### src/rtl/n_queens_conflict_scorer_assert.svh
// ----------------------------------------------------------------------------
// Assertion macros for the N-queens conflict scorer
// Shared property wrappers; the clock and reset names are those of the RTL.
// ----------------------------------------------------------------------------
`ifndef N_QUEENS_CONFLICT_SCORER_ASSERT_SVH
`define N_QUEENS_CONFLICT_SCORER_ASSERT_SVH

// Same-cycle implication, disabled during reset.
`define NQCS_ASSERT_NOW(label, ante, cons, msg) \
   label: assert property (@(posedge clock) disable iff (reset) (ante) |-> (cons)) \
      else $error(msg);

// Next-cycle implication, disabled during reset.
`define NQCS_ASSERT_NEXT(label, ante, cons, msg) \
   label: assert property (@(posedge clock) disable iff (reset) (ante) |=> (cons)) \
      else $error(msg);

`endif

### src/rtl/nqcs_pkg.sv
// ----------------------------------------------------------------------------
// nqcs_pkg
// Constants, payload types and fitness tables of the N-queens conflict scorer.
// ----------------------------------------------------------------------------
package nqcs_pkg;

   localparam int MAX_QUEENS = 64;
   localparam int COL_W      = 6;
   localparam int PAIR_W     = 11;
   localparam int FIT_W      = 16;
   localparam int ROW_W      = $clog2(MAX_QUEENS + 1);
   localparam int ADDR_W     = $clog2(MAX_QUEENS);
   localparam int FIFO_DEPTH = 4;
   localparam int FIFO_AW    = $clog2(FIFO_DEPTH);

   localparam logic [PAIR_W-1:0] PAIR_MAX = {PAIR_W{1'b1}};

   // Divide by ten: q = (p * 6554) >> 16, exact for every 11-bit p.
   localparam int DIV10_MUL_W = 13;
   localparam int DIV10_SHIFT = 16;
   localparam logic [DIV10_MUL_W-1:0] DIV10_MUL = 13'd6554;
   localparam int PROD_W = PAIR_W + DIV10_MUL_W;
   localparam int QUOT_W = 8;
   localparam int REM_W  = 4;
   localparam logic [QUOT_W-1:0] QUOT_LIMIT = 8'd17;

   // Fitness datapath: base value up to 65536 plus a rounding half.
   localparam int FRAC_W = FIT_W + 1;
   localparam int FEXT_W = FIT_W + 2;
   localparam logic [FEXT_W-1:0] FIT_SAT = {2'b00, {FIT_W{1'b1}}};

   typedef struct packed {
      logic [COL_W-1:0] queen_column;
      logic             last_row;
   } req_type;

   typedef struct packed {
      logic [PAIR_W-1:0] attack_pairs;
      logic [FIT_W-1:0]  fitness;
      logic              too_many_rows;
   } rsp_type;

   // A classified row on its way from the front to the back.
   typedef struct packed {
      logic [COL_W-1:0] col;
      logic [ROW_W-1:0] row;
      logic             last;
      logic             ovf;
   } job_type;

   typedef struct packed {
      logic full;
      logic empty;
   } queue_status_type;

   typedef enum logic [3:0] {
      ST_IDLE = 4'b0001,
      ST_SCAN = 4'b0010,
      ST_DIV  = 4'b0100,
      ST_FIT  = 4'b1000
   } back_state_type;

   // floor(2^(-r/10) * 65536) for remainder r.
   function automatic logic [FRAC_W-1:0] frac_base(input logic [REM_W-1:0] r);
      logic [FRAC_W-1:0] v;
      unique case (r)
         4'd0:    v = 17'd65536;
         4'd1:    v = 17'd61147;
         4'd2:    v = 17'd57052;
         4'd3:    v = 17'd53231;
         4'd4:    v = 17'd49667;
         4'd5:    v = 17'd46340;
         4'd6:    v = 17'd43237;
         4'd7:    v = 17'd40342;
         4'd8:    v = 17'd37640;
         4'd9:    v = 17'd35119;
         default: v = '0;
      endcase
      return v;
   endfunction

   // 2^(-r/10) * 65536 rounded to nearest, used when the quotient is zero.
   function automatic logic [FRAC_W-1:0] frac_round(input logic [REM_W-1:0] r);
      logic [FRAC_W-1:0] v;
      unique case (r)
         4'd0:    v = 17'd65536;
         4'd1:    v = 17'd61147;
         4'd2:    v = 17'd57052;
         4'd3:    v = 17'd53232;
         4'd4:    v = 17'd49667;
         4'd5:    v = 17'd46341;
         4'd6:    v = 17'd43238;
         4'd7:    v = 17'd40342;
         4'd8:    v = 17'd37641;
         4'd9:    v = 17'd35120;
         default: v = '0;
      endcase
      return v;
   endfunction

endpackage

### src/rtl/nqcs_ram.sv
// ----------------------------------------------------------------------------
// nqcs_ram
// Generic single-write, single-read RAM with registered read data.
// ----------------------------------------------------------------------------
module nqcs_ram #(
   parameter int WIDTH = 8,
   parameter int DEPTH = 64
) (
   input  logic                     clock,
   input  logic                     wr_en,
   input  logic [$clog2(DEPTH)-1:0] wr_addr,
   input  logic [WIDTH-1:0]         wr_data,
   input  logic [$clog2(DEPTH)-1:0] rd_addr,
   output logic [WIDTH-1:0]         rd_data
);

   logic [WIDTH-1:0] mem_ff [DEPTH];
   logic [WIDTH-1:0] rd_data_ff;

   always_ff @(posedge clock) begin
      if (wr_en) begin
         mem_ff[wr_addr] <= wr_data;
      end
      rd_data_ff <= mem_ff[rd_addr];
   end

   assign rd_data = rd_data_ff;

endmodule

### src/rtl/nqcs_fifo.sv
// ----------------------------------------------------------------------------
// nqcs_fifo
// Short register queue of classified rows between front and back.
// ----------------------------------------------------------------------------
module nqcs_fifo (
   input  logic                      clock,
   input  logic                      reset,
   input  logic                      push,
   input  nqcs_pkg::job_type         push_data,
   input  logic                      pop,
   output nqcs_pkg::job_type         head,
   output nqcs_pkg::queue_status_type status
);
   import nqcs_pkg::*;

   job_type            slot_ff [FIFO_DEPTH];
   logic [FIFO_AW-1:0] wr_ptr_ff, wr_ptr_in;
   logic [FIFO_AW-1:0] rd_ptr_ff, rd_ptr_in;
   logic [FIFO_AW:0]   count_ff, count_in;
   logic               do_push, do_pop;

   assign status.full  = (count_ff == (FIFO_AW+1)'(FIFO_DEPTH));
   assign status.empty = (count_ff == '0);
   assign do_push = push && !status.full;
   assign do_pop  = pop && !status.empty;
   assign head    = slot_ff[rd_ptr_ff];

   always_comb begin
      wr_ptr_in = do_push ? wr_ptr_ff + 1'b1 : wr_ptr_ff;
      rd_ptr_in = do_pop ? rd_ptr_ff + 1'b1 : rd_ptr_ff;
      count_in  = count_ff;
      if (do_push && !do_pop) begin
         count_in = count_ff + 1'b1;
      end else if (do_pop && !do_push) begin
         count_in = count_ff - 1'b1;
      end
   end

   always_ff @(posedge clock) begin
      if (reset) begin
         wr_ptr_ff <= '0;
         rd_ptr_ff <= '0;
         count_ff  <= '0;
      end else begin
         wr_ptr_ff <= wr_ptr_in;
         rd_ptr_ff <= rd_ptr_in;
         count_ff  <= count_in;
      end
   end

   always_ff @(posedge clock) begin
      if (do_push) begin
         slot_ff[wr_ptr_ff] <= push_data;
      end
   end

endmodule

### src/rtl/nqcs_front.sv
// ----------------------------------------------------------------------------
// nqcs_front
// Accepts rows, numbers them within the board and marks rows past capacity.
// ----------------------------------------------------------------------------
module nqcs_front (
   input  logic                       clock,
   input  logic                       reset,
   input  logic                       req_push,
   input  nqcs_pkg::req_type          req_data,
   output logic                       req_full,
   input  nqcs_pkg::queue_status_type queue_status,
   output logic                       queue_push,
   output nqcs_pkg::job_type          queue_data
);
   import nqcs_pkg::*;

   logic [ROW_W-1:0] rows_ff, rows_in;
   logic             accept;
   logic             store_full;

   assign req_full   = queue_status.full;
   assign accept     = req_push && !queue_status.full;
   assign store_full = (rows_ff == ROW_W'(MAX_QUEENS));

   assign queue_push      = accept;
   assign queue_data.col  = req_data.queen_column;
   assign queue_data.row  = rows_ff;
   assign queue_data.last = req_data.last_row;
   assign queue_data.ovf  = store_full;

   always_comb begin
      rows_in = rows_ff;
      if (accept) begin
         if (req_data.last_row) begin
            rows_in = '0;
         end else if (!store_full) begin
            rows_in = rows_ff + 1'b1;
         end
      end
   end

   always_ff @(posedge clock) begin
      if (reset) begin
         rows_ff <= '0;
      end else begin
         rows_ff <= rows_in;
      end
   end

endmodule

### src/rtl/nqcs_back.sv
// ----------------------------------------------------------------------------
// nqcs_back
// Stores columns, scans earlier rows for attacks, scores the finished board.
// ----------------------------------------------------------------------------
`include "n_queens_conflict_scorer_assert.svh"

module nqcs_back (
   input  logic                       clock,
   input  logic                       reset,
   input  nqcs_pkg::queue_status_type queue_status,
   input  nqcs_pkg::job_type          queue_head,
   output logic                       queue_pop,
   output logic                       rsp_empty,
   input  logic                       rsp_pop,
   output nqcs_pkg::rsp_type          rsp_data
);
   import nqcs_pkg::*;

   back_state_type    state_ff, state_in;
   job_type           job_ff, job_in;
   logic [ROW_W-1:0]  issue_ff, issue_in;
   logic              cmp_vld_ff, cmp_vld_in;
   logic [ROW_W-1:0]  cmp_dist_ff, cmp_dist_in;
   logic [PAIR_W-1:0] pair_ff, pair_in;
   logic              ovf_ff, ovf_in;
   logic [QUOT_W-1:0] quot_ff, quot_in;
   rsp_type           rsp_ff, rsp_in;
   logic              rsp_vld_ff, rsp_vld_in;

   logic              ram_we;
   logic [COL_W-1:0]  ram_rdata;
   logic              issue_go, scan_done, hit, rsp_load;
   logic [COL_W-1:0]  col_diff;
   logic [PROD_W-1:0] quot_prod;
   logic [PAIR_W-1:0] rem_full;
   logic [REM_W-1:0]  rem;
   logic [FEXT_W-1:0] fit_raw;
   logic [FIT_W-1:0]  fit_sat;

   nqcs_ram #(
      .WIDTH (COL_W),
      .DEPTH (MAX_QUEENS)
   ) u_column_store (
      .clock   (clock),
      .wr_en   (ram_we),
      .wr_addr (queue_head.row[ADDR_W-1:0]),
      .wr_data (queue_head.col),
      .rd_addr (issue_ff[ADDR_W-1:0]),
      .rd_data (ram_rdata)
   );

   // Scan: issue one read per earlier row, compare it in the next cycle.
   assign issue_go  = (state_ff == ST_SCAN) && (issue_ff < job_ff.row);
   assign scan_done = (state_ff == ST_SCAN) && !issue_go && !cmp_vld_ff;
   assign col_diff  = (ram_rdata > job_ff.col) ? ram_rdata - job_ff.col
                                               : job_ff.col - ram_rdata;
   assign hit = cmp_vld_ff &&
                ((col_diff == '0) ||
                 ({{ROW_W{1'b0}}, col_diff} == {{COL_W{1'b0}}, cmp_dist_ff}));

   // Scoring: p = 10q + r, then a table value shifted down by q with rounding.
   assign quot_prod = PROD_W'(pair_ff) * PROD_W'(DIV10_MUL);
   assign rem_full  = pair_ff - PAIR_W'(quot_ff) * PAIR_W'(10);
   assign rem       = rem_full[REM_W-1:0];

   always_comb begin
      if (quot_ff > QUOT_LIMIT) begin
         fit_raw = '0;
      end else if (quot_ff == '0) begin
         fit_raw = FEXT_W'(frac_round(rem));
      end else begin
         fit_raw = (FEXT_W'(frac_base(rem)) + (FEXT_W'(1) << (quot_ff - 1'b1))) >> quot_ff;
      end
      fit_sat = (fit_raw > FIT_SAT) ? FIT_SAT[FIT_W-1:0] : fit_raw[FIT_W-1:0];
   end

   assign rsp_load  = (state_ff == ST_FIT) && (!rsp_vld_ff || rsp_pop);
   assign queue_pop = (state_ff == ST_IDLE) && !queue_status.empty;
   assign ram_we    = queue_pop && !queue_head.ovf;

   always_comb begin
      state_in    = state_ff;
      job_in      = job_ff;
      issue_in    = issue_ff;
      cmp_vld_in  = issue_go;
      cmp_dist_in = job_ff.row - issue_ff;
      pair_in     = pair_ff;
      ovf_in      = ovf_ff;
      quot_in     = quot_ff;
      rsp_in      = rsp_ff;
      rsp_vld_in  = rsp_vld_ff && !rsp_pop;

      if (hit) begin
         pair_in = (pair_ff == PAIR_MAX) ? PAIR_MAX : pair_ff + 1'b1;
      end

      unique case (state_ff)
         ST_IDLE: begin
            if (queue_pop) begin
               job_in   = queue_head;
               issue_in = '0;
               if (queue_head.ovf) begin
                  ovf_in   = 1'b1;
                  state_in = queue_head.last ? ST_DIV : ST_IDLE;
               end else begin
                  state_in = ST_SCAN;
               end
            end
         end
         ST_SCAN: begin
            if (issue_go) begin
               issue_in = issue_ff + 1'b1;
            end
            if (scan_done) begin
               state_in = job_ff.last ? ST_DIV : ST_IDLE;
            end
         end
         ST_DIV: begin
            quot_in  = quot_prod[DIV10_SHIFT +: QUOT_W];
            state_in = ST_FIT;
         end
         ST_FIT: begin
            if (rsp_load) begin
               rsp_in.attack_pairs  = pair_ff;
               rsp_in.fitness       = fit_sat;
               rsp_in.too_many_rows = ovf_ff;
               rsp_vld_in           = 1'b1;
               pair_in              = '0;
               ovf_in               = 1'b0;
               state_in             = ST_IDLE;
            end
         end
         default: begin
            state_in = ST_IDLE;
         end
      endcase
   end

   always_ff @(posedge clock) begin
      if (reset) begin
         state_ff   <= ST_IDLE;
         cmp_vld_ff <= 1'b0;
         pair_ff    <= '0;
         ovf_ff     <= 1'b0;
         rsp_vld_ff <= 1'b0;
      end else begin
         state_ff   <= state_in;
         cmp_vld_ff <= cmp_vld_in;
         pair_ff    <= pair_in;
         ovf_ff     <= ovf_in;
         rsp_vld_ff <= rsp_vld_in;
      end
   end

   always_ff @(posedge clock) begin
      job_ff      <= job_in;
      issue_ff    <= issue_in;
      cmp_dist_ff <= cmp_dist_in;
      quot_ff     <= quot_in;
      rsp_ff      <= rsp_in;
   end

   assign rsp_empty = !rsp_vld_ff;
   assign rsp_data  = rsp_ff;

   `NQCS_ASSERT_NOW(a_scan_bound, state_ff == ST_SCAN, issue_ff <= job_ff.row, "scan index past row")
   `NQCS_ASSERT_NOW(a_store_in_range, ram_we, queue_head.row < ROW_W'(MAX_QUEENS), "store write past capacity")
   `NQCS_ASSERT_NEXT(a_fit_holds, state_ff == ST_FIT && rsp_vld_ff && !rsp_pop, state_ff == ST_FIT, "score dropped while output busy")
   `NQCS_ASSERT_NOW(a_no_cmp_outside_scan, cmp_vld_ff, state_ff == ST_SCAN, "compare pending outside scan")

endmodule

### src/rtl/n_queens_conflict_scorer.sv
// ----------------------------------------------------------------------------
// n_queens_conflict_scorer
// Counts attacking queen pairs of a board sent row by row and scores it.
// ----------------------------------------------------------------------------
//
//  Channel  Handshake             Payload      Moves
//  -------  --------------------  -----------  ---------------------------------
//  req      req_push / req_full   req_data     one board row per request
//  rsp      rsp_pop / rsp_empty   rsp_data     pair count, fitness, overflow flag
//
//  A row at index k passes through the scan engine in steps: a pop that
//  stores its column, one read per earlier row on the single read port, a
//  drain of the last compare if any, and a close of the scan. A last row
//  adds the divide-by-ten and fitness shift steps; rows past capacity skip
//  the store and scan. A four-entry queue lets requests arrive while a scan
//  runs. Reset is synchronous and clears all control state; the column store
//  needs no clearing since only rows of the current board are read.
//  A waiting response holds the back end in its scoring step; rows then collect
//  in the queue and req_full rises once it holds four.
//
module n_queens_conflict_scorer (
   input  logic              clock,
   input  logic              reset,
   input  logic              req_push,
   input  nqcs_pkg::req_type req_data,
   output logic              req_full,
   output logic              rsp_empty,
   input  logic              rsp_pop,
   output nqcs_pkg::rsp_type rsp_data
);
   import nqcs_pkg::*;

   queue_status_type queue_status;
   job_type          queue_in_data;
   job_type          queue_head;
   logic             queue_push;
   logic             queue_pop;

   // Front: number each request within its board and flag overflow rows.
   nqcs_front u_front (
      .clock        (clock),
      .reset        (reset),
      .req_push     (req_push),
      .req_data     (req_data),
      .req_full     (req_full),
      .queue_status (queue_status),
      .queue_push   (queue_push),
      .queue_data   (queue_in_data)
   );

   // Queue: hold classified rows while the back end scans.
   nqcs_fifo u_fifo (
      .clock     (clock),
      .reset     (reset),
      .push      (queue_push),
      .push_data (queue_in_data),
      .pop       (queue_pop),
      .head      (queue_head),
      .status    (queue_status)
   );

   // Back: store, scan, score, and present the response register.
   nqcs_back u_back (
      .clock        (clock),
      .reset        (reset),
      .queue_status (queue_status),
      .queue_head   (queue_head),
      .queue_pop    (queue_pop),
      .rsp_empty    (rsp_empty),
      .rsp_pop      (rsp_pop),
      .rsp_data     (rsp_data)
   );

endmodule
### config.mk
export PLATFORM = sky130hd
export DESIGN_NAME = n_queens_conflict_scorer
export DESIGN_NICKNAME = d
export VERILOG_FILES = /design/src/rtl/nqcs_pkg.sv /design/src/rtl/nqcs_ram.sv /design/src/rtl/nqcs_fifo.sv /design/src/rtl/nqcs_front.sv /design/src/rtl/nqcs_back.sv /design/src/rtl/n_queens_conflict_scorer.sv
export VERILOG_INCLUDE_DIRS = /design/src /design/src/rtl
export SDC_FILE = /design/constraint.sdc
export NUM_CORES = 1
export LEC_CHECK = 0
export BUFFER_PORTS_ARGS = -buffer_cell sky130_fd_sc_hd__buf_4
export CAP_MARGIN = 20
export CORE_MARGIN = 5
export CORE_UTILIZATION = 31
export CTS_CLUSTER_SIZE = 30
export DETAILED_ROUTE_END_ITERATION = 7
export PLACE_DENSITY = 0.44
export SETUP_SLACK_MARGIN = 0.3
export SYNTH_ARGS = -nofsm -noshare
export SYNTH_HDL_FRONTEND = slang
export SYNTH_SLANG_ARGS = --single-unit
### constraint.sdc
create_clock -name clock -period 5.95 [get_ports clock]
set_input_delay 0.595 -clock clock [delete_from_list [all_inputs] [get_ports clock]]
set_output_delay 0.595 -clock clock [all_outputs]
set_load 0.005 [all_outputs]
---- Word-level counts from Yosys, hierarchy flattened ----
Memory sizes are Yosys's and may differ from the RTL's. A register that Yosys moved wholly into a read port is not among the register bits.
Cells that the tools add are included.
Widths: inputs -> output; s select.
storage, ports and cells
  register bits after elaboration ......... 96
  RAM bits ................................ 444
  memories kept ........................... 4
  ROM bits ................................ 544
  input port bits ......................... 11
memory list
  memory                        depth  width  rd ports  clocked after memory_dff  write ports  RTL line         source
  u_back.u_column_store.mem_ff  64     6      1         1                         1            nqcs_ram.sv:17   logic [WIDTH-1:0] mem_ff [DEPTH];
  (name not given)              16     17     1         0                         0            nqcs_pkg.sv:85   unique case (r)
  (name not given)              16     17     1         0                         0            nqcs_pkg.sv:66   unique case (r)
  u_fifo.slot_ff                4      15     1         1                         1            nqcs_fifo.sv:16  job_type slot_ff [FIFO_DEPTH];
operators by class
  reductions and logical operators ........ 36
  shift-type cells ........................ 2
  add/sub/neg operators ................... 13
  multiply operators ...................... 2
  eq/ne operators ......................... 14
  $lt $le $gt $ge ......................... 4
  mux-type cells .......................... 35
operators with widths
  operator                number
  $mux 11                 4
  $mux 18                 2
  $mux 17                 2
  $mux 7                  4
  $mul 11x12->23 const B  1
  $add 17x18->18          1
  $gt 18x16->1 const B    1
  $shl 1x8->18 const A    1
  $shr 18x8->18           1
  $mux 4                  4
  $pmux 4 s4              1
  $add 7x1->7 const B     2
  $pmux 7 s2              1
  $logic_and 1x1->1       13
  $mux 3                  4
  $sub 6x6->6             2
  $add 11x1->11 const B   1
  $eq 11x11->1 const B    1
  $ne 2x1->1 const B      5
  $logic_not 1->1         9
  $mux 1                  9
  $gt 8x5->1 const B      1
  $logic_not 8->1         1
  $mul 8x3->3 const B     1
  other kinds (26)        34

---- Logic depth before layout (Yosys ltp) ----
Gate-level depths: netlist (run 1).
An unclocked memory read counts as a cell.
  word-level depth ........................ 10
  gate-level depth with buffers ........... 22

---- Hierarchy ----
From an unflattened synthesis (run 1), not the netlist that was laid out.
unflattened totals
  cells, all modules ...................... 1864
  area, all modules ....................... 27033.4 µm²
modules (own cells, without submodules)
  module      cells an instance  instances  area each (µm²)  sequential area each (µm²)
  nqcs_ram    720                1          15225.9          11651.2
  nqcs_back   960                1          8694.6           2212.1
  nqcs_fifo   126                1          2646.3           1981.9
  nqcs_front  58                 1          466.7            140.1

---- Worst setup path before layout (run 1) ----
OpenSTA, ideal clock, no wires.
  path type ............................... register to register
  from .................................... register u_back.quot_ff[0]
  to ...................................... register u_back.rsp_ff (netlist bit u_back.rsp_data[3]), data pin
  setup time .............................. 0.272 ns
  clock period less this slack ............ 5.051 ns
  data arrival time ....................... 4.779 ns
  setup slack ............................. 0.899 ns
  required time ........................... 5.678 ns
  stages on the path, launching flop included .. 22
  path through ............................ edfxtp_1 > clkbuf_1 > inv_1 > buf_1 > ha_1 > clkbuf_1 > o21bai_1 > a21oi_1 > o311ai_2 > or2_2 > nor2_1 > ha_1 > inv_1 > fa_1 > nor2b_1 > o21ai_2 > a211oi_2 > a31oi_1 > xnor2_1 > mux4_2 > a22oi_2 > o2111ai_1
between the ends
  word-level cells in the longest chain between the ends .. 10
RTL lines
  element                 RTL line          source
  start, declared         nqcs_back.sv:26   logic [QUOT_W-1:0] quot_ff, quot_in;
  start signal, assigned  nqcs_back.sv:159  quot_ff <= quot_in;
  $mul 8x3->3             nqcs_back.sv:63   assign rem_full = pair_ff - PAIR_W'(quot_ff) * PAIR_W'(10);
  $sub 4x4->4             nqcs_back.sv:63
  $mem_v2 16x17           -
  $mux 17                 nqcs_back.sv:69   end else if (quot_ff == '0) begin
  $mux 17                 nqcs_back.sv:67   if (quot_ff > QUOT_LIMIT) begin
  $add 17x18->18          nqcs_back.sv:72   fit_raw = (FEXT_W'(frac_base(rem)) + (FEXT_W'(1) << (quot_ff - 1'b1))) >> quot_ff;
  $shr 18x8->18           nqcs_back.sv:72
  $mux 18                 nqcs_back.sv:69
  $mux 18 (*)             nqcs_back.sv:67
  $gt 18x16->1            nqcs_back.sv:74   fit_sat = (fit_raw > FIT_SAT) ? FIT_SAT[FIT_W-1:0] : fit_raw[FIT_W-1:0];
  end signal, assigned    nqcs_back.sv:160  rsp_ff <= rsp_in;
  end, declared           nqcs_back.sv:27   rsp_type rsp_ff, rsp_in;
Mark *: on every way between the ends. The rest lies on a longest branch, timed or not. The select of a mux whose other input is x is not followed.
A chain may end at the register's enable or synchronous reset.

---- Worst setup path in the final report (run 1) ----
  from .................................... register u_back.pair_ff[3]
  to ...................................... register u_back.quot_ff[7], data pin
between the ends
  word-level cells in the longest chain between the ends .. 1
RTL lines
  element                   RTL line          source
  start, declared           nqcs_back.sv:24   logic [PAIR_W-1:0] pair_ff, pair_in;
  start signal, assigned    nqcs_back.sv:149  pair_ff <= pair_in;
  $mul 11x12->23            nqcs_back.sv:62   assign quot_prod = PROD_W'(pair_ff) * PROD_W'(DIV10_MUL);
  via u_back.quot_prod[23]  nqcs_back.sv:34   logic [PROD_W-1:0] quot_prod;
The timed path passes the listed nets, and every way through them passes these cells.

==> metrics, run 1 <==
number of cells on the worst reg-to-reg path=15; initial drt markers=1100; via/cell ratio=just over 5; Setup Skew=0.07027 ns; post-layout minimum cycle time=5.316 ns; layout cell share with drive strength beyond 1=18.54%; Post-Synthesis Mean Instance Area=14.74 um2; routability congestion estimate=between 0.9 and 1; Synth warnings=0; Post-synth top flop=edfxtp_1; result of the run=completed; count of mapped cells out of synthesis=1830; Setup TNS=0 ns; clock tree from TritonCTS=done; origin of the critical flop-to-flop path=u_back.pair_ff[3]; Initial DRT Pass Iterations=6; reported max-cap violation count=0; aggregate routed wire length=68640 um; count of flip-flops with a built-in enable after synthesis=501; number of hold violations in the final report=0; worst min path class=input pin to flop; setup repair after global routing missed its margin=no; total clock buffers created by CTS=60; number of distinct standard cells referenced by the synthesized netlist=81; horizontal die dimension=305.0 um; Post-DRT Antenna Nets=0; post-synth net total=1997; final routed DRC violation total=0; Hold Path Stages=1; global-route met2 utilization=approximately a quarter; measured slew at the worst slew-check pin=0.9877 ns; worst-case headroom to the max-slew limit=34.16%; first-pass GRT wire length=103800 um; Clock Latency Late Sink=0.65 ns; clock root buffer master=clkbuf_16; leakage power summed over all cells=10.81 nW; count of inserted antenna diode cells=0; via count of the first global-routing pass=16350; busiest metal layer after global routing=met2; clock input transition at the sequential cells of the worst setup and hold paths=about 0.06 ns; I/O pin total=41; placeable core region=0.08662 mm2; Synth Cell Area=0.02698 mm2; crit path DAT=5.64 ns; sequential share of the synthesized area=59.25%; pin count of the biggest net entering global routing=102; required time of the worst setup path=about 6.3 ns; Die Y=305.0 um; Worst Hold Launch=req_data[4]; Vias=15980; setup violators final=0; total routing resource utilization after global routing=roughly 14%; Peak supply drop=between 0.3 and 0.4 mV; GR Overflow Total=0; count of input and output buffers=40; startpoint class of the critical path=flop; ys async rst share=0%; max-slew violations=0; area of the die=0.09303 mm2; WL per Instance=22.13 um; register-to-register path setup slack=0.63 ns; terminus of the critical flop-to-flop path=u_back.quot_ff[7]; fill cell total of the finished layout=8237; area growth from synthesis to final layout=14.11%; HPWL after DPL=45310 um; clock sink count=between 500 and 600; crit path max fanout=8; starting utilization of the core area=approximately 31%; post-synthesis sequential element count=548; share of the clock period used by the worst path=89.34%; H-tree depth=2; critical path start-end classification=flop to flop; Fmax achieved=188.1 MHz; met3 capacity usage during global routing=2.423%; Worst Setup End Kind=flop; antenna violations before repair=0; nets=slightly above 2000; power per cell area=417.9 mW/mm2; Final Total Pwr=0.01286 W; Std-Cell Rows=~110; end point of the worst hold path=u_fifo.slot_ff[0][12]; clock tree buffer depth=3; Global Route met1 Usage=19.90%
[sequential cells by signal, summed over array words and instances (netlist names), 4 cells and up, named ones only]
register	cells
u_back.state_ff	4
u_back.quot_ff	8
u_back.u_column_store.mem_ff	384
u_back.u_column_store.rd_data	6
u_back.rsp_data	28
u_back.pair_ff	11
u_fifo.slot_ff	60
u_back.issue_ff	7
u_front.rows_ff	7
u_back.cmp_dist_ff	7
u_back.job_ff	14
[metrics by stage]
stage | instances | instance area (um2) | hold slack, ns | setup WS [ns] | util [%]
2_1_floorplan | 1830 | 26980 | 0.4090 | 0.8990 | -
3_3_place_gp | 2988 | 28750 | 0.4350 | 0.6201 | 33.20
3_5_place_dp | 2988 | 28750 | 0.4338 | 0.6201 | 33.20
4_1_cts | 3102 | 30780 | 0.1040 | 0.5441 | 35.53
5_1_grt | 3102 | 30780 | 0.1201 | 0.3150 | 35.54
6_report | 3102 | 30780 | 0.1526 | 0.6344 | 35.54
[power breakdown]
group          total [W]  leakage (nW)  switching, W  internal [W]
clock network    0.00377         0.971       0.00159       0.00218
logic            0.00411          4.85       0.00244       0.00167
registers        0.00498          4.98      0.000138       0.00484
total             0.0129          10.8       0.00416       0.00870
[cell usage in the layout (no fill, tap or decap), types with 11 or more instances in the layout]
master	n
mux2i_1	12
clkinv_2	14
inv_1	112
a21o_1	14
nand2b_1	13
fa_1	37
nand2_1	81
nand4_1	15
nor3_1	14
xnor2_1	26
buf_4	80
and2_1	18
xor2_1	20
a21oi_1	50
mux4_2	143
ha_1	119
clkinv_1	14
nor2_1	181
a31oi_1	11
edfxtp_1	501
a211oi_1	27
o21ai_0	39
clkbuf_16	60
or3_1	14
nand3_1	29
dfxtp_1	47
o211ai_1	19
[Yosys cell counts (all sizes together), types with 11 or more instances]
master / n / area [um2]
edfxtp: 501 / 15040
nor2: 182 / 683.2
mux4: 143 / 3221
ha: 119 / 1489
inv: 114 / 427.9
nand2: 82 / 315.3
a21oi: 52 / 267.8
clkbuf: 51 / 191.4
dfxtp: 47 / 940.9
o21ai: 45 / 244.0
fa: 37 / 740.7
a211oi: 30 / 235.2
nand3: 29 / 145.1
buf: 28 / 130.1
xnor2: 26 / 227.7
xor2: 20 / 175.2
and2: 19 / 120.1
o211ai: 19 / 142.6
nand4: 15 / 93.84
a21o: 14 / 105.1
nor3: 14 / 70.07
or3: 14 / 87.58
mux2i: 13 / 142.6
nand2b: 13 / 81.33
a31oi: 12 / 81.33
a2111oi: 11 / 96.34
[metal layers]
metal | vias up | routed length, um | share of wire, %
met1 | 8174 | 31080 | 45
met3 | 99 | 3248 | 4.7
met4 | 0 | 1560 | 2.3
met5 | - | 0 | 0
met2 | 443 | 32760 | 48
li1 | 7259 | - | -
[cell type report]
type                            instances  area, um2  area share [%]
Sequential cell                       548      15990           51.93
Clock buffer                           66       1544           5.015
Clock inverter                         48      479.2           1.557
Timing Repair Buffer                   82      640.6           2.081
Inverter                              114      427.9           1.390
Multi-Input combinational cell       1089      10260           33.34
Tap cell                             1155       1445           4.694
[how the worst max path moves through the flow]
| stage | startpoint | endpoint | cells after the start |
|---|---|---|---|
| after global placement | u_back.pair_ff[3] | u_back.quot_ff[7] | 15 |
| final | u_back.pair_ff[3] | u_back.quot_ff[7] | 15 |
| after detailed placement | u_back.pair_ff[3] | u_back.quot_ff[7] | 15 |
| after CTS | u_back.pair_ff[3] | u_back.quot_ff[7] | 15 |
| after global routing | u_back.quot_ff[1] | u_back.rsp_data[4] | 18 |
| after floorplan | u_back.quot_ff[0] | u_back.rsp_data[3] | 21 |
[worst max-delay path, stage by stage (launching register included)]
cell	delay, ns
dfxtp_1	0.62
inv_1	0.14
ha_1	0.36
fa_1	0.57
inv_1	0.08
fa_1	0.53
fa_1	0.50
ha_1	0.31
ha_1	0.31
and4_1	0.15
a221o_1	0.29
a32oi_1	0.29
a21oi_1	0.18
a211o_1	0.33
a31oi_1	0.21
xnor2_1	0.12
[cell families (layout without fill, tap and decap cells)]
logic type                 Yosys count  count (layout)  synth area share, %
xor gates and xnor gates            47              47                1.595
muxes                              157             157                12.51
adders and majority gates          156             156                8.265
buffers and inverters              193             310                2.778
DFF                                548             548                59.25
AOI/OAI and AO/OA                  281             281                7.411
and+or+nand+nor                    448             448                8.190
[what timing repair did]
action	CTS	global route
endpoints found under the setup margin	0	10
setup buffers	0	0
hold buffers	0	0
gates resized for setup	0	3
No activity file was read; power rests on OpenSTA's default activity.
==> run 2: changes to the inputs <==
--- a/config.mk
+++ b/config.mk
@@ -8,11 +8,13 @@
 export LEC_CHECK = 0
 export BUFFER_PORTS_ARGS = -buffer_cell sky130_fd_sc_hd__buf_4
 export CAP_MARGIN = 20
+export CELL_PAD_IN_SITES_DETAIL_PLACEMENT = 0
+export CELL_PAD_IN_SITES_GLOBAL_PLACEMENT = 1
 export CORE_MARGIN = 5
 export CORE_UTILIZATION = 31
 export CTS_CLUSTER_SIZE = 30
 export DETAILED_ROUTE_END_ITERATION = 7
-export PLACE_DENSITY = 0.44
+export PLACE_DENSITY_LB_ADDON = 0.1
 export SETUP_SLACK_MARGIN = 0.3
 export SYNTH_ARGS = -nofsm -noshare
 export SYNTH_HDL_FRONTEND = slang
==> run 2 against run 1 <==
Worst hold slack better by 0.038 ns. Worst setup slack lost 0.052 ns. Count of clock-buffer cells in the layout grew 20. Non-clock buffer count shrank 4. Cell area increased by 0.50%. Sequential cell count stayed put. Total power rose by 1.8%. Sequential power is essentially flat. Critical path depth rose by 1. Largest power group unchanged. Highest routed layer unchanged.
==> metrics, run 2 (synthesis gave the netlist of run 1 again) <==
result of the run=completed; number of cells on the worst reg-to-reg path=16 (+1); initial drt markers=1017 (-7.5%); WL per Instance=23.04 um (+4.1%); via/cell ratio=5.133 (-0.32%); post-placement worst setup slack=0.2280 ns (-0.3921 ns); area after detailed placement=0.02873 mm2 (about the same); setup repair after global routing missed its margin=no; total clock buffers created by CTS=67 (+12%); I/O pin total=41 (unchanged); pin count of the biggest net entering global routing=102 (unchanged); via count of the first global-routing pass=16410 (+0.35%); antenna violations before repair=0 (unchanged); clock sink count=548 (unchanged); HPWL after DPL=48240 um (+6.5%); total routing resource utilization after global routing=15.14% (+0.75 points); hold_buf cts=0 (unchanged); H-tree depth=3 (+1); post-layout minimum cycle time=5.367 ns (+0.05177 ns); clock tree from TritonCTS=done; power per cell area=423.4 mW/mm2 (+1.3%); commonest non-fill, non-tap cells in the layout=edfxtp_1 (501), nor2_1 (181), mux4_2 (143); Util after Layout=35.72% (+0.18 points); aggregate routed wire length=71490 um (+4.1%); crit path DAT=5.78 ns (+0.14 ns); number of flip-flops under the largest register name=384 (unchanged); placeable core region=0.08662 mm2 (unchanged); final worst setup slack=0.5826 ns (-0.05177 ns); clock input transition at the sequential cells of the worst setup and hold paths=0.05 ns (about the same); Hold Path Stages=1 (unchanged); origin of the critical flop-to-flop path=u_back.quot_ff[4]; Std-Cell Rows=108 (unchanged); end point of the worst hold path=u_fifo.slot_ff[0][12]; clock tree buffer depth=3 (unchanged); number of hold violations in the final report=0 (unchanged); commonest non-fill, non-tap cell in the layout=edfxtp_1; reported max-cap violation count=0 (unchanged); final routed DRC violation total=0 (unchanged); Worst Hold Launch=req_data[4]; Final Total Pwr=0.01310 W (+1.8%); Vias=15930 (-0.29%); first-pass GRT wire length=107800 um (+3.8%); Top reg by flops=u_back.u_column_store.mem_ff; max-slew violations=0 (unchanged); worst-case headroom to the max-slew limit=30.07% (-4.1 points); Initial DRT Pass Iterations=5 (-1); Clock Latency Late Sink=0.62 ns (-0.03 ns); share of the clock period used by the worst path=90.21% (+0.87 points); clock root buffer master=clkbuf_16; terminus of the critical flop-to-flop path=u_back.rsp_data[3]; crit path max fanout=14 (+6); layout cell share with drive strength beyond 1=18.28% (-0.27 points); register-to-register path setup slack=0.58 ns (-0.05 ns); routability congestion estimate=0.8419 (-6.5%); Setup TNS=0 ns (unchanged); starting utilization of the core area=31.15% (unchanged); count of inserted antenna diode cells=0 (unchanged); horizontal die dimension=305.0 um (unchanged); worst setup path start=u_back.quot_ff[4]; measured slew at the worst slew-check pin=1.048 ns (+0.06015 ns); Setup Skew=0.03196 ns (-0.03831 ns); area of the die=0.09303 mm2 (unchanged); setup violators final=0 (unchanged); Post-DRT Antenna Nets=0 (unchanged); critical path start-end classification=flop to flop; Die Y=305.0 um (unchanged); nets=2065 (+0.15%); Fmax achieved=186.3 MHz (-0.96%); leakage power summed over all cells=10.88 nW (+0.64%); area growth from synthesis to final layout=14.67%; post-route cell area=0.03094 mm2 (+0.50%); required time of the worst setup path=6.36 ns (+0.09 ns); GR Overflow Total=0 (unchanged); count of input and output buffers=40 (unchanged); fill cell total of the finished layout=8303 (+0.80%); startpoint class of the critical path=flop; worst min path class=input pin to flop; Worst Setup End Kind=flop; Peak supply drop=0.3261 mV (+1.1%)
run 2: changes by cell type in the layout (fill, tap and decap cells not counted), sizes merged:
| cell | change |
|---|---|
| buf | -4 |
| bufinv | -4 |
| clkbuf | +20 |
| clkinv | -6 |
| clkinvlp | -6 |
| inv | +1 |
run 2: stage by stage:
step,hold slack [ns],instances
floorplan,0.4090,1830
global placement,0.4287,2984
detailed placement,0.4290,2984
CTS,0.1483,3103
global route,0.1490,3103
finish,0.1903,3103
run 2: final cells by class:
type	instances	area, um2	area share (%)
repair buffers	78	610.6	1.974
multi-input cells	1089	10300	33.30
inverters	114	427.9	1.383
well taps	1155	1445	4.671
flip-flops and latches	548	15990	51.67
clock inverters	33	386.6	1.250
clock buffers	86	1779	5.751
run 2: worst max-delay path, stage by stage, from the launching register on:
cell	delay, ns
edfxtp_1	0.62
or4_1	0.71
o21ai_2	0.23
o311ai_2	0.13
or2_2	0.36
nor2_1	0.14
ha_1	0.23
inv_1	0.07
fa_1	0.40
nor2b_1	0.24
o21ai_2	0.19
a21o_1	0.25
a2111oi_1	0.59
a211oi_1	0.18
o22ai_1	0.45
a22oi_2	0.16
o2111ai_1	0.22
run 2: worst max path at each step:
stage                               endpoint  cells past startpoint
after detailed placement  u_back.rsp_data[3]                     16
after floorplan           u_back.rsp_data[3]                     21
final                     u_back.rsp_data[3]                     16
after global routing      u_back.rsp_data[4]                     21
after global placement    u_back.rsp_data[3]                     16
after CTS                 u_back.rsp_data[3]                     16
run 2: routing by layer:
metal | global-route usage, % | part of all wire (%) | vias to the layer above | wire, um
met1 | 20.70 | 45 | 8264 | 32310
met5 | 0 | 0 | - | 0
li1 | - | - | 7265 | -
met4 | 3.214 | 1.8 | 0 | 1318
met2 | 25.77 | 49 | 315 | 35220
met3 | 2.326 | 3.7 | 85 | 2645
run 2: power by group:
part | internal [W] | switching (W)
logic | 0.00167 | 0.00247
clock network | 0.00229 | 0.00167
registers | 0.00485 | 0.000151
total | 0.00881 | 0.00429
run 2: timing repair:
item	4_1_cts	5_1_grt
setup buffers	0	0
setup endpoints to repair	5	14
resized for setup	1	7
